File: config.mk
export PLATFORM = sky130hd
export DESIGN_NAME = ttd_ctrl
export DESIGN_NICKNAME = d
export VERILOG_FILES = /design/src/sv/ttd_pkg.sv /design/src/sv/ttd_ctrl.sv
export SDC_FILE = /design/constraint.sdc
export NUM_CORES = 1
export LEC_CHECK = 0
export ABC_AREA = 1
export ABC_CLOCK_PERIOD_IN_PS = 1200
export BUFFER_PORTS_ARGS = -buffer_cell sky130_fd_sc_hd__buf_4
export CELL_PAD_IN_SITES_DETAIL_PLACEMENT = 0
export CELL_PAD_IN_SITES_GLOBAL_PLACEMENT = 1
export CORE_ASPECT_RATIO = 1.4
export CORE_UTILIZATION = 29
export DETAILED_ROUTE_END_ITERATION = 10
export MAX_ROUTING_LAYER = met4
export PLACE_DENSITY_LB_ADDON = 0.1
export SYNTH_ARGS = -nofsm -noshare
export SYNTH_HDL_FRONTEND = slang
export SYNTH_SLANG_ARGS = --single-unit
export TNS_END_PERCENT = 5
File: constraint.sdc
create_clock -name clk_i -period 1.2 [get_ports clk_i]
set_clock_uncertainty 0.15 [all_clocks]
set_input_delay 0.06 -clock clk_i [delete_from_list [all_inputs] [get_ports clk_i]]
set_output_delay 0.06 -clock clk_i [all_outputs]
set_load 0.005 [all_outputs]
File: src/sv/ttd_pkg.sv
`timescale 1ns / 1ps
`default_nettype none

package ttd_pkg;

  // Default sizes of the tree.
  localparam int MaxSideDef   = 32;
  localparam int MaxLevelsDef = 6;
  localparam int ValueBitsDef = 16;

  // Fixed field widths of the ports.
  localparam int CfgW    = 6;
  localparam int ColInW  = 5;
  localparam int ThrW    = 16;
  localparam int OutValW = 16;

  typedef enum logic [1:0] {
    OP_CLEAR = 2'd0,
    OP_QUERY = 2'd1,
    OP_BIT   = 2'd2
  } opcode_e;

  typedef enum logic [1:0] {
    RS_NEED_BIT = 2'd0,
    RS_DONE     = 2'd1,
    RS_CLEARED  = 2'd2,
    RS_IGNORED  = 2'd3
  } status_e;

  typedef enum logic {
    CFG_GRID_WIDTH  = 1'b0,
    CFG_GRID_HEIGHT = 1'b1
  } cfg_idx_e;

  typedef enum logic [2:0] {
    ST_INIT  = 3'd0,
    ST_IDLE  = 3'd1,
    ST_CLEAR = 3'd2,
    ST_TABLE = 3'd3,
    ST_ADDR  = 3'd4,
    ST_READ  = 3'd5,
    ST_EVAL  = 3'd6
  } state_e;

  typedef struct packed {
    logic [1:0]        opcode;
    logic [ColInW-1:0] leaf_col;
    logic [ColInW-1:0] leaf_row;
    logic [ThrW-1:0]   threshold;
    logic              coded_bit;
  } item_t;

  typedef struct packed {
    logic [1:0]         status;
    logic               below_threshold;
    logic [OutValW-1:0] leaf_value;
  } result_t;

  // Commands from the controller to the datapath.
  typedef struct packed {
    logic    clr_start;
    logic    clr_step;
    logic    tbl_start;
    logic    tbl_step;
    logic    q_load;
    logic    bit_load;
    logic    addr_calc;
    logic    mem_rd;
    logic    eval;
    logic    emit;
    status_e emit_kind;
  } cmd_t;

  // Status from the datapath to the controller.
  typedef struct packed {
    logic clr_last;
    logic tbl_last;
    logic need_bit;
    logic at_leaf;
  } sts_t;

endpackage

`default_nettype wire

File: src/sv/ttd_ctrl.sv
`timescale 1ns / 1ps
`default_nettype none

module ttd_ctrl (
  input  logic              clk_i,
  input  logic              rst_ni,
  input  logic              start,
  input  logic [1:0]        opcode_i,
  input  logic              cfg_we_i,
  input  ttd_pkg::sts_t     sts_i,
  output ttd_pkg::cmd_t     cmd_o,
  output logic              busy
);

  ttd_pkg::state_e state_q, state_d;
  logic            active_q, active_d;
  logic            tbl_pend_q, tbl_pend_d;

  always_ff @(posedge clk_i or negedge rst_ni) begin
    if (!rst_ni) begin
      state_q    <= ttd_pkg::ST_INIT;
      active_q   <= 1'b0;
      tbl_pend_q <= 1'b0;
    end else begin
      state_q    <= state_d;
      active_q   <= active_d;
      tbl_pend_q <= tbl_pend_d;
    end
  end

  // A register write takes the idle cycle for the table rebuild, so no item
  // is taken in that cycle.
  assign busy = (state_q != ttd_pkg::ST_IDLE) || tbl_pend_q || cfg_we_i;

  // Next state and query bookkeeping.
  always_comb begin
    state_d  = state_q;
    active_d = active_q;
    if (cfg_we_i) begin
      active_d = 1'b0;
    end
    case (state_q)
      ttd_pkg::ST_INIT: begin
        if (sts_i.clr_last) begin
          state_d = (tbl_pend_q || cfg_we_i) ? ttd_pkg::ST_TABLE : ttd_pkg::ST_IDLE;
        end
      end
      ttd_pkg::ST_IDLE: begin
        if (cfg_we_i || tbl_pend_q) begin
          state_d = ttd_pkg::ST_TABLE;
        end else if (start) begin
          case (opcode_i)
            ttd_pkg::OP_CLEAR: begin
              state_d  = ttd_pkg::ST_CLEAR;
              active_d = 1'b0;
            end
            ttd_pkg::OP_QUERY: begin
              state_d  = ttd_pkg::ST_ADDR;
              active_d = 1'b1;
            end
            ttd_pkg::OP_BIT: begin
              if (active_q) begin
                state_d = ttd_pkg::ST_READ;
              end
            end
            default: ;
          endcase
        end
      end
      ttd_pkg::ST_CLEAR: begin
        if (sts_i.clr_last) begin
          state_d = ttd_pkg::ST_IDLE;
        end
      end
      ttd_pkg::ST_TABLE: begin
        if (sts_i.tbl_last) begin
          state_d = ttd_pkg::ST_IDLE;
        end
      end
      ttd_pkg::ST_ADDR: state_d = ttd_pkg::ST_READ;
      ttd_pkg::ST_READ: state_d = ttd_pkg::ST_EVAL;
      ttd_pkg::ST_EVAL: begin
        if (sts_i.need_bit) begin
          state_d = ttd_pkg::ST_IDLE;
        end else if (sts_i.at_leaf) begin
          state_d  = ttd_pkg::ST_IDLE;
          active_d = 1'b0;
        end else begin
          state_d = ttd_pkg::ST_ADDR;
        end
      end
      default: state_d = ttd_pkg::ST_IDLE;
    endcase
  end

  // Commands to the datapath.
  always_comb begin
    cmd_o           = '0;
    cmd_o.emit_kind = ttd_pkg::RS_NEED_BIT;
    case (state_q)
      ttd_pkg::ST_INIT: begin
        cmd_o.clr_step = 1'b1;
        if (sts_i.clr_last && (tbl_pend_q || cfg_we_i)) begin
          cmd_o.tbl_start = 1'b1;
        end
      end
      ttd_pkg::ST_IDLE: begin
        if (cfg_we_i || tbl_pend_q) begin
          cmd_o.tbl_start = 1'b1;
        end else if (start) begin
          case (opcode_i)
            ttd_pkg::OP_CLEAR: cmd_o.clr_start = 1'b1;
            ttd_pkg::OP_QUERY: cmd_o.q_load = 1'b1;
            ttd_pkg::OP_BIT: begin
              if (active_q) begin
                cmd_o.bit_load = 1'b1;
              end else begin
                cmd_o.emit      = 1'b1;
                cmd_o.emit_kind = ttd_pkg::RS_IGNORED;
              end
            end
            default: begin
              cmd_o.emit      = 1'b1;
              cmd_o.emit_kind = ttd_pkg::RS_IGNORED;
            end
          endcase
        end
      end
      ttd_pkg::ST_CLEAR: begin
        cmd_o.clr_step = 1'b1;
        if (sts_i.clr_last) begin
          cmd_o.emit      = 1'b1;
          cmd_o.emit_kind = ttd_pkg::RS_CLEARED;
        end
      end
      ttd_pkg::ST_TABLE: cmd_o.tbl_step = 1'b1;
      ttd_pkg::ST_ADDR:  cmd_o.addr_calc = 1'b1;
      ttd_pkg::ST_READ:  cmd_o.mem_rd = 1'b1;
      ttd_pkg::ST_EVAL: begin
        cmd_o.eval = 1'b1;
        if (sts_i.need_bit) begin
          cmd_o.emit      = 1'b1;
          cmd_o.emit_kind = ttd_pkg::RS_NEED_BIT;
        end else if (sts_i.at_leaf) begin
          cmd_o.emit      = 1'b1;
          cmd_o.emit_kind = ttd_pkg::RS_DONE;
        end
      end
      default: ;
    endcase
  end

  assign tbl_pend_d = (tbl_pend_q || cfg_we_i) && !cmd_o.tbl_start;

  // A node is only evaluated on the data that the read stage just fetched.
  a_eval_after_read: assert property (@(posedge clk_i) disable iff (!rst_ni)
    (state_q == ttd_pkg::ST_EVAL) |-> ($past(state_q) == ttd_pkg::ST_READ))
    else $error("evaluation without a preceding node read");

  // A coded bit is applied only to a live query.
  a_bit_needs_query: assert property (@(posedge clk_i) disable iff (!rst_ni)
    cmd_o.bit_load |-> active_q)
    else $error("coded bit applied without an active query");

endmodule

`default_nettype wire

# Word-level counts from Yosys, hierarchy flattened
# Index checks and enable logic that the tools add are counted.
# word_totals
register_bits	5
output_inout_bits	13
elab_cells	73
# classes
eq_ne	15
n_mux	44
n_reduce_logical	11
# op_table
cell	n
two-way mux 3 bit	14
case mux 3 bit (7 select lines)	1
two-way mux 1 bit	19
case mux 3 bit (3 select lines)	2
== test 3 bit, second input constant	3
two-way mux 2 bit	4
== test 3 x 2 -> 1 bit, second input constant	2
!= test 2 bit, second input constant	3
case mux 1 bit (2 select lines)	3
case mux 3 bit (2 select lines)	1
AND reduction 6 bit	1
!= test 5 x 3 -> 1 bit, second input constant	1
!= test 4 bit, second input constant	1
OR reduction 2 bit	2
== test 3 x 1 -> 1 bit, second input constant	1
zero test 3 bit	1
logical OR 1 bit	3
!= test 3 x 1 -> 1 bit, second input constant	1
!= test 3 bit, second input constant	1
== test 2 x 1 -> 1 bit, second input constant	1
== test 2 bit, second input constant	1
logical AND 1 bit	2
zero test 2 bit	1
zero test 1 bit	1

# Logic depth before layout (Yosys ltp)
# depth
ltp_word	6
ltp_mapped	9

# Least setup slack after synthesis
# OpenSTA, ideal clock, no wires.
# synth_timing
path_type	register to register
start	register state_q[2]
end	register tbl_pend_q
setup_ns	0.126
arrival_ns	0.961
required_ns	0.924
path_slack_ns	-0.037
stages_incl_launch_ff	6
period_less_slack_ns	1.237
cell_sequence	dfrtp_1 -> buf_6 -> nor2_2 -> nand3_1 -> o22ai_1 -> nor2_1
# synth_rtl
item	line_no	source
start: declaration	ttd_ctrl.sv:15	ttd_pkg::state_e state_q, state_d;
start signal: assignment	ttd_ctrl.sv:21	state_q <= ttd_pkg::ST_INIT;
start signal: assignment	ttd_ctrl.sv:25	state_q <= state_d;
end signal: assignment	ttd_ctrl.sv:27	tbl_pend_q <= tbl_pend_d;
end: declaration	ttd_ctrl.sv:17	logic tbl_pend_q, tbl_pend_d;

==> results.md <==
| Stage | Item | Reported |
|---|---|---|
| die | Standard-cell rows | 19 |
| clock network | CTS clk-pin slew, worst paths | 0.04 ns |
| placement | IO buf count | 22 |
| run status | Run status | finished with violations |
| worst setup path | Number of cells on the worst reg-to-reg path | 9 |
| die | Die width | 41.0 µm |
| worst setup path | Largest delay share family, worst path | flip-flops |
| timing | Setup repair after global routing missed its margin | yes |
| synth | Number of unique standard cell types used by synthesis | 21 |
| clock network | Maximum clock path buffer count | 2 |
| timing | Normalized max-slew margin | 83.7% |
| drt | Final routed wirelength across all metal layers | 1880 µm |
| drt | Post-route antenna net violation count | 0 |
| synth | Cell area after synthesis | 618 µm² |
| timing | Transition time at the pin with the least slew margin | 0.244 ns |
| synth | Sequential fraction of the synthesis area | 20.2% |
| synth | Syn nets | 109 |
| drt | Mean routed wirelength per cell | 11.1 µm |
| clock network | Clock buffer count from CTS | 3 |
| global routing | Pin count of the biggest net entering global routing | 11 |
| timing | Hold Fails Final Rpt | 0 |
| placement | Gp weighted congestion | 0.830 |
| worst setup path | Worst-path cell with the longest stage delay | sky130_fd_sc_hd__dfrtp_2 |
| timing | Max-slew violation count | 0 |
| drt | First-iteration detailed-routing DRC count | 16 |
| worst setup path | Reg-to-reg critical path startpoint | state_q[2] |
| worst hold path | Class of the tightest hold or removal check | input port to flop |
| die | I/O pin total | 23 |
| placement | Number of instances in the placed design | 149 |
| flow run | Max-capacitance violation count | 0 |
| clock network | # H-tree levels | 1 |
| run status | Violations in the final reports | setup timing |
| drt | Ratio of routed vias to standard cells | 4.58 |
| final layout | Area taken by flip-flops and latches | 126 µm² |
| global routing | Vias in the first global route | 762 |
| timing | Tcrit/Tclk final | 127% |
| placement | Final HPWL DP | 1450 µm |
| timing | Final critical path time including I/O delays and setup | 1.53 ns |
| placement | Dpl ws | -0.168 ns |
| pwr | Leakage power | 0.637 nW |
| worst setup path | Worst setup slack for register-to-register paths | -0.24 ns |
| clock network | Clock sink count | 5 |
| final layout | Count of filler cells inserted in the layout | 205 |
| drt | Vias after detailed routing | 774 |
| drt | Number of remaining DRC errors | 0 |
| worst setup path | Critical-path maximum fanout | 3 |
| clock network | CTS tree | done |
| final layout | Area used by multi-input combinational logic | 442 µm² |
| worst setup path | CP Launch Type | flop |
| final layout | Final std cells w/o fill | 169 |
| worst setup path | Dominant cell type by count on the critical path | sky130_fd_sc_hd__buf_4 |
| synth | Number of synthesized register bits | 5 |
| worst setup path | Peak per-stage delay on the critical path | 0.44 ns |
| global routing | Global-route total usage across every layer | 18.0% |
| global routing | Grt ovf | 0 |
| synth | Avg Inst Size Synth | 6.58 µm² |
| worst setup path | Critical Path, Cell by Cell | inv_4, nand3_4, buf_4, o22ai_4, buf_4 |
| global routing | First-pass GRT wire length | 2860 µm |
| timing | Final-report setup violation count | 18 |
| die | Starting Density | 31.3% |
| pwr | Ratio of total power to cell area | 1870 nW/µm² |
| die | Vertical extent of the die | 56.6 µm |
| synth | Yosys synthesis warning count | 0 |
| clock network | Clock tree root driver cell | sky130_fd_sc_hd__clkbuf_4 |
| worst setup path | Logic depth of the worst path, buffers included | 5 |
| final layout | Nets | 164 |
| worst setup path | Worst EP arrival | 1.32 ns |
| worst setup path | Endpoint class of the critical path | output pin |
| pwr | Peak supply drop | 1260 µV |
| worst setup path | Launching instance or port of the critical path | state_q[2] |
| worst setup path | Buf+Inv Stages, Crit Path | 3 |
| worst setup path | Capturing point of the worst reg2reg path | state_q[0] |
| worst setup path | Critical path endpoint | cmd_o[9] |
| drt | Number of iterations in the first detailed-routing pass | 4 |
| die | DIE AREA | 2320 µm² |
| final layout | Number of antenna cells inserted | 0 |
| worst setup path | Worst path required time | 0.99 ns |
| synth | Mapped Cells | 94 |
| pwr | Post-layout power | 2.09 mW |
| final layout | Area added between synthesis and finish | 80.8% |
| die | Total core area | 1970 µm² |
| timing | Worst setup margin | -0.329 ns |
| timing | Max Clk Rate | 654 MHz |
| clock network | Worst-Skew Late Latency | 0.24 ns |
| worst setup path | Type of the worst setup path | flop to output pin |
| final layout | Fraction of layout instances using a drive strength above 1 | 45.9% |
| global routing | Antenna violations before repair | 0 |
-- how the worst min path moves through the flow --
stage	slack, ns	startpoint	cells after the start	to
global placement	-0.28	rst_ni	1	tbl_pend_q
CTS	0.03	start	4	active_q
global route	0.07	sts_i[3]	4	tbl_pend_q
finish	0.04	start	4	active_q
floorplan	-0.39	rst_ni	0	active_q
detailed placement	-0.28	rst_ni	1	tbl_pend_q
-- what timing repair did --
action	CTS	global route
resized for setup	3	8
setup endpoints to repair	18	18
endpoints found under the hold margin	6	0
pin swaps	4	5
hold buffers	5	0
buffers inserted	9	2
-- layout make-up --
| cell class | instances | share of cell area, % |
|---|---|---|
| flip-flops and latches | 5 | 11.3 |
| well taps | 21 | 2.35 |
| repair buffers | 52 | 37.9 |
| multi-input cells | 68 | 39.5 |
| clock buffers | 4 | 2.35 |
| inverters | 19 | 6.61 |
-- registers in the layout (all words and copies together) (netlist names) --
signal and flops:
state_q 3, active_q 1, tbl_pend_q 1
-- metal layers --
metal / up-vias / wire length [µm] / GRT usage (%)
li1: 405 / - / -
met1: 347 / 667 / 16.4
met2: 18 / 1120 / 33.5
met3: 4 / 61 / 3.56
met4: 0 / 27 / 5.71
met5: - / 0 / -
-- per-stage QoR --
stage	hold slack, ns	instance area, µm²	util [%]	setup TNS (ns)
final	0.0397	1120	56.6	-4.17
after global routing	0.0707	1120	56.6	-5.21
after CTS	0.0256	1070	54.0	-4.44
after detailed placement	-0.283	911	46.2	-1.68
after global placement	-0.283	911	46.2	-1.62
after floorplan	-0.386	624	-	-0.0785
-- cells in the final DEF, fill, tap and decap left out, types with 2 or more instances in the layout --
| master | count |
|---|---|
| sky130_fd_sc_hd__dfrtp_1 | 4 |
| sky130_fd_sc_hd__buf_6 | 2 |
| sky130_fd_sc_hd__buf_4 | 44 |
| sky130_fd_sc_hd__nor3_4 | 2 |
| sky130_fd_sc_hd__ha_1 | 5 |
| sky130_fd_sc_hd__nand3_2 | 2 |
| sky130_fd_sc_hd__nor2_1 | 11 |
| sky130_fd_sc_hd__o21ai_0 | 2 |
| sky130_fd_sc_hd__nand3_1 | 9 |
| sky130_fd_sc_hd__dlygate4sd3_1 | 5 |
| sky130_fd_sc_hd__nor2_2 | 2 |
| sky130_fd_sc_hd__nor3_1 | 2 |
| sky130_fd_sc_hd__inv_1 | 17 |
| sky130_fd_sc_hd__clkbuf_4 | 3 |
| sky130_fd_sc_hd__nand2_1 | 20 |
| sky130_fd_sc_hd__nand2_2 | 3 |
| sky130_fd_sc_hd__a21oi_1 | 3 |
-- cell usage after synthesis (all sizes together) --
cell    number  area share, %
inv         19             12
o211ai       1            2.0
a21oi        3            2.4
ha           5             10
nand4        1            1.0
nand2       24             17
nand3       12             12
o21ai        2            1.6
buf          2            3.6
dfrtp        5             20
nor3         4            5.1
o22ai        1            1.0
nor2        15             13
-- cells by family after synthesis --
group / count (synthesis) / synth area share (%)
DFF: 5 / 20.2
buffers and inverters: 21 / 15.6
AOI/OAI and AO/OA: 7 / 7.08
and+or+nand+nor: 56 / 47.0
adders and majority gates: 5 / 10.1
-- tightest hold or removal path, cell delays in order --
cell                      delay (ns)
sky130_fd_sc_hd__buf_4          0.13
sky130_fd_sc_hd__nand4_1        0.08
sky130_fd_sc_hd__nand3_1        0.07
sky130_fd_sc_hd__nand2_1        0.06
-- report_power, final --
part	switching, mW	total (mW)	internal [mW]	leakage (nW)
sequential	0.0574	0.298	0.240	0.0610
clock	0.0689	0.195	0.126	0.0150
combinational	0.770	1.60	0.831	0.561
total	0.897	2.09	1.20	0.637
(Power assumes the default switching activity.)
